--- src/rtl/core/qpa_pkg.sv ---
// Shared types and constants of the quantized post-processing ALU.
package qpa_pkg;

   typedef enum logic [2:0] {
      FUNC_MAC     = 3'd0,
      FUNC_ADD32   = 3'd1,
      FUNC_SUB32   = 3'd2,
      FUNC_REQUANT = 3'd3,
      FUNC_RELU    = 3'd4,
      FUNC_CLIP    = 3'd5,
      FUNC_SIGMOID = 3'd6
   } func_type;

   typedef enum logic [1:0] {
      CSR_SCALE_MULT  = 2'd0,
      CSR_SCALE_SHIFT = 2'd1,
      CSR_CLIP_LOW    = 2'd2,
      CSR_CLIP_HIGH   = 2'd3
   } csr_index_type;

   typedef struct packed {
      logic s1;
      logic s2;
      logic s3;
      logic s4;
   } stage_en_type;

   localparam logic signed [31:0] SCALE_MULT_RESET  = 32'sd1;
   localparam logic signed [6:0]  SCALE_SHIFT_RESET = 7'sd0;
   localparam logic signed [15:0] CLIP_LOW_RESET    = -16'sd32768;
   localparam logic signed [15:0] CLIP_HIGH_RESET   = 16'sd32767;

   localparam logic signed [15:0] Q16_MAX = 16'sd32767;
   localparam logic signed [15:0] Q16_MIN = -16'sd32768;
   localparam logic signed [31:0] Q32_MAX = 32'sh7FFF_FFFF;
   localparam logic signed [31:0] Q32_MIN = 32'sh8000_0000;
   localparam logic signed [6:0]  LSHIFT_LIMIT = -7'sd30;
   localparam logic signed [6:0]  SIG_SLOPE = 7'sd43;
   localparam logic signed [15:0] SIG_OFFSET = 16'sd128;
   localparam logic [8:0]         SIG_T_MAX = 9'd256;

endpackage

--- src/rtl/core/qpa_requant.sv ---
// Four-stage requant: split multiply, product sum, magnitude and left shift, rounding shift.
module qpa_requant (
   input  logic                       clock,
   input  qpa_pkg::stage_en_type      en,
   input  logic signed [63:0]         acc_in,
   input  logic signed [31:0]         scale_mult,
   input  logic signed [6:0]          scale_shift,
   output logic signed [15:0]         result
);
   import qpa_pkg::*;

   function automatic logic signed [15:0] sat16(input logic signed [63:0] v);
      logic signed [15:0] r;
      if (v > 64'sd32767) begin
         r = Q16_MAX;
      end else if (v < -64'sd32768) begin
         r = Q16_MIN;
      end else begin
         r = v[15:0];
      end
      return r;
   endfunction

   logic signed [64:0] pp0_full;
   logic [63:0]        pp1_full;
   logic [63:0]        pp0_ff;
   logic [31:0]        pp1_ff;
   logic               acc_neg1_ff;

   logic [63:0]        prod_in;
   logic [63:0]        prod_ff;
   logic               acc_neg2_ff;

   logic [6:0]         nshift;
   logic [63:0]        lsh;
   logic               neg_in;
   logic [63:0]        mag_in;
   logic signed [15:0] lsat_in;
   logic               neg3_ff;
   logic [63:0]        mag3_ff;
   logic signed [15:0] lsat3_ff;
   logic               acc_neg3_ff;

   logic [5:0]         rshift;
   logic [63:0]        rnd;
   logic [63:0]        rsum;
   logic [63:0]        q;
   logic signed [15:0] result_in;
   logic signed [15:0] result_ff;

   assign pp0_full = $signed({1'b0, acc_in[31:0]}) * scale_mult;
   assign pp1_full = acc_in[63:32] * scale_mult;

   always_ff @(posedge clock) begin
      if (en.s1) begin
         pp0_ff      <= pp0_full[63:0];
         pp1_ff      <= pp1_full[31:0];
         acc_neg1_ff <= acc_in[63];
      end
   end

   assign prod_in = pp0_ff + {pp1_ff, 32'd0};

   always_ff @(posedge clock) begin
      if (en.s2) begin
         prod_ff     <= prod_in;
         acc_neg2_ff <= acc_neg1_ff;
      end
   end

   assign nshift  = (scale_shift < 7'sd0) ? 7'(~scale_shift + 7'd1) : 7'd0;
   assign lsh     = prod_ff << nshift[4:0];
   assign neg_in  = prod_ff[63];
   assign mag_in  = neg_in ? (~prod_ff + 64'd1) : prod_ff;
   assign lsat_in = sat16($signed(lsh));

   always_ff @(posedge clock) begin
      if (en.s3) begin
         neg3_ff     <= neg_in;
         mag3_ff     <= mag_in;
         lsat3_ff    <= lsat_in;
         acc_neg3_ff <= acc_neg2_ff;
      end
   end

   assign rshift = scale_shift[5:0];
   assign rnd    = 64'd1 << (rshift - 6'd1);
   assign rsum   = mag3_ff + rnd;
   assign q      = rsum >> rshift;

   always_comb begin
      if (scale_shift < LSHIFT_LIMIT) begin
         result_in = acc_neg3_ff ? Q16_MIN : Q16_MAX;
      end else if (scale_shift <= 7'sd0) begin
         result_in = lsat3_ff;
      end else if (neg3_ff) begin
         result_in = (q > 64'd32768) ? Q16_MIN : 16'(~q[15:0] + 16'd1);
      end else begin
         result_in = (q > 64'd32767) ? Q16_MAX : q[15:0];
      end
   end

   always_ff @(posedge clock) begin
      if (en.s4) begin
         result_ff <= result_in;
      end
   end

   assign result = result_ff;

endmodule

--- config.mk ---
export PLATFORM = sky130hd
export DESIGN_NAME = qpa_requant
export DESIGN_NICKNAME = d
export VERILOG_FILES = /design/src/rtl/core/qpa_pkg.sv /design/src/rtl/core/qpa_requant.sv
export SDC_FILE = /design/constraint.sdc
export NUM_CORES = 2
export LEC_CHECK = 0
export ABC_CLOCK_PERIOD_IN_PS = 13000
export BUFFER_PORTS_ARGS = -buffer_cell sky130_fd_sc_hd__buf_2
export CORE_MARGIN = 4
export CORE_UTILIZATION = 40
export DETAILED_ROUTE_END_ITERATION = 10
export PLACE_DENSITY = 0.59
export SYNTH_ARGS = -nofsm -noshare
export SYNTH_HDL_FRONTEND = slang
export SYNTH_SLANG_ARGS = --single-unit
export TNS_END_PERCENT = 10
--- constraint.sdc ---
create_clock -name clock -period 13 [get_ports clock]
set_input_delay 0.65 -clock clock [delete_from_list [all_inputs] [get_ports clock]]
set_output_delay 0.65 -clock clock [all_outputs]
set_load 0.02 [all_outputs]
==> results.md <==
- Finished Layout Cells: 11000
- Routability cong.: 0.997
- Area leader, netlist: fa_1
- Clock Path Buffers: 3
- WL final: 278000 um
- Die width: 442 um
- Clock-pin slew on the worst setup and hold paths: 60 ps
- Gate Count Post-Synth: 8719
- Crit path time final: 10400 ps
- Vias/cell: 5.76
- Syn_nets: 10700
- Final Setup Violations: 0
- Startpoint Class: input pin
- Critical Path RT: 13330 ps
- Largest net degree at the start of global routing: 92
- Synth Flop Type: edfxtp_1
- Final WS setup: 2600 ps
- Maxcap violations: 0
- RSZ-0062 raised after global routing: no
- Initial core utilization: 40.4%
- Syn. warnings: 0
- Post-cts hold buffer count: 0
- Vias: 63200
- Die Span Y: 442 um
- Setup crit end kind: flop
- GRT overflow: 0
- Clock latency at the later pin of the worst-skew pair: 590 ps
- Post-synth EDFFs: 260
- CTS tree: done
- Crit Path Category: input pin to flop
- Slowest-stage cell, CP: buf_2
- Inserted Clock Buffers: 30
- # DRC: 0
- HPWL after detailed placement: 219000 um
- Initial antenna violation count: 16
- CTS sink count: 260
- Syn_area_per_cell: 8.63 um^2
- Sum Neg Setup Slack: 0 ps
- Fin crit share: 80.0%
- Number of global-route vias before repair: 64900
- Die area: 195000 um^2
- PostCTS Resize Cnt: 0
- Max stage delay on crit path: 710 ps
- H-tree depth: 1
- Drt wl/cell: 25.3 um
- Worst slack at placement: 2060 ps
- Outcome: complete, no violations
- Placed Cells: 10900
- Post-synth ARST share: 0%
- GRT Overall Usage: 28.0%
- Core area: 186000 um^2
- WHS: 417 ps
- Top cells by count, synth: inv_1 (1519), nand2_1 (1481), fa_1 (1307)
- Most frequent CP cell: fa_1
- Register area share after synthesis: 10.4%
- CP arrival: 10730 ps
- # rows: 158
- Antenna viol nets, final: 0
- Root buffer cell: clkbuf_16
- # IOs: 124
- Fin. Hold Viols: 0
- Layout Nets: 10400
- P&R area growth vs syn: 4.74%
- Initial DRC count: 5983
- Slew Viols, Final: 0
- Fmax: 96.1 MHz
- Setup Skew: 16.9 ps
- Distinct cells, synth: 107
- Synthesized cell area: 75200 um^2
- Count leader, synth: inv_1
- Worst Path Max Fanout: 40
- Least-Margin Pin Slew: 1310 ps
- Port bufs: 123
- Synthesis-stage register bit count: 260
- Synth area leaders: fa_1 (35%), edfxtp_1 (10%), ha_1 (8.6%), inv_1 (7.6%), nand2_1 (7.4%)
- DRT Pass-1 Iters: 9
- Min-delay worst type: flop to flop
- First-pass GRT wire length: 418000 um
- Synth top area share: 34.8%
- Worst slew margin: 12.4%
- Post-CTS setup buffer count: 0
- Share of layout cells above drive strength 1: 5.22%
## layout make-up
type / count / area, um^2
Sequential cell: 260 / 7810
Multi-Input combinational cell: 6425 / 59800
Inverter: 1521 / 5710
Clock inverter: 20 / 171
Clock buffer: 35 / 791
Timing Repair Buffer: 229 / 1430
Tap cell: 2480 / 3100
Antenna cell: 3 / 7.51
Fill cell: 18600 / 107000
## sequential cells by signal (all words and copies together), names as in the netlist
| name | count |
|---|---|
| acc_neg1_ff | 1 |
| acc_neg3_ff | 1 |
| result | 16 |
| mag3_ff | 64 |
| lsat3_ff | 16 |
| prod_ff | 64 |
| pp0_ff | 64 |
| pp1_ff | 32 |
| acc_neg2_ff | 1 |
| neg3_ff | 1 |
## cell usage in the layout, fill, tap and decap left out, types with 43 or more instances in the layout
master	Yosys	routed
nand2_1	1481	1478
a21o_1	70	70
xor2_1	43	43
buf_2	37	120
xnor2_1	224	224
nand2b_1	63	63
fa_1	1307	1307
o21a_1	45	45
mux2i_1	244	244
a21oi_1	273	272
nor3_1	103	103
a211oi_1	78	78
nand3_1	84	83
inv_1	1519	1517
ha_1	516	516
and2_1	400	400
o21ai_0	216	216
nand4_1	73	73
buf_4	0	108
nor2_1	369	369
edfxtp_1	260	260
## per-stage QoR
| step | cell area (um^2) | utilization [%] |
|---|---|---|
| 2_1_floorplan | 75200 | - |
| 6_report | 78800 | 42.3 |
| 5_1_grt | 78800 | 42.3 |
| 3_5_place_dp | 77800 | 41.8 |
| 3_3_place_gp | 77800 | 41.8 |
| 4_1_cts | 78800 | 42.3 |
## worst max-delay path, delay by kind of cell
kind	cells	cell delay [ps]
fa+ha+maj	9	4280
xor+xnor	1	120
compound gates	12	3940
simple gates	3	770
buf+inv	6	970
## metal layers
metal | GRT usage (%) | vias up | part of all wire [%]
li1 | - | 27500 | -
met1 | 36.3 | 32100 | 40
met2 | 45.8 | 2958 | 46
met3 | 3.85 | 643 | 7.5
met4 | 13.9 | 8 | 6.2
met5 | 0 | - | 0.021
## cells by family after synthesis
family	after synthesis	share of synthesized area, %
DFF	260	10.4
and+or+nand+nor	2851	17.6
AOI/OAI and AO/OA	1170	10.6
xor gates and xnor gates	267	3.11
buffers and inverters	2034	10.2
muxes	314	4.79
adders and majority gates	1823	43.4
## final timing paths
kind / startpoint / to / slack [ps] / depth (start not counted)
worst max-delay path: scale_mult[6] / pp0_ff[63]$_DFFE_PP_ / 2600 / 31
worst min-delay path: pp0_ff[26]$_DFFE_PP_ / prod_ff[26]$_DFFE_PP_ / 420 / 0
worst max register to register: mag3_ff[4]$_DFFE_PP_ / result[5]$_DFFE_PP_ / 4780 / 19
worst min register to register: pp0_ff[26]$_DFFE_PP_ / prod_ff[26]$_DFFE_PP_ / 420 / 0
Power is not shown: default switching activity piles up to over one toggle a cycle in this logic, so the estimate is an artifact.
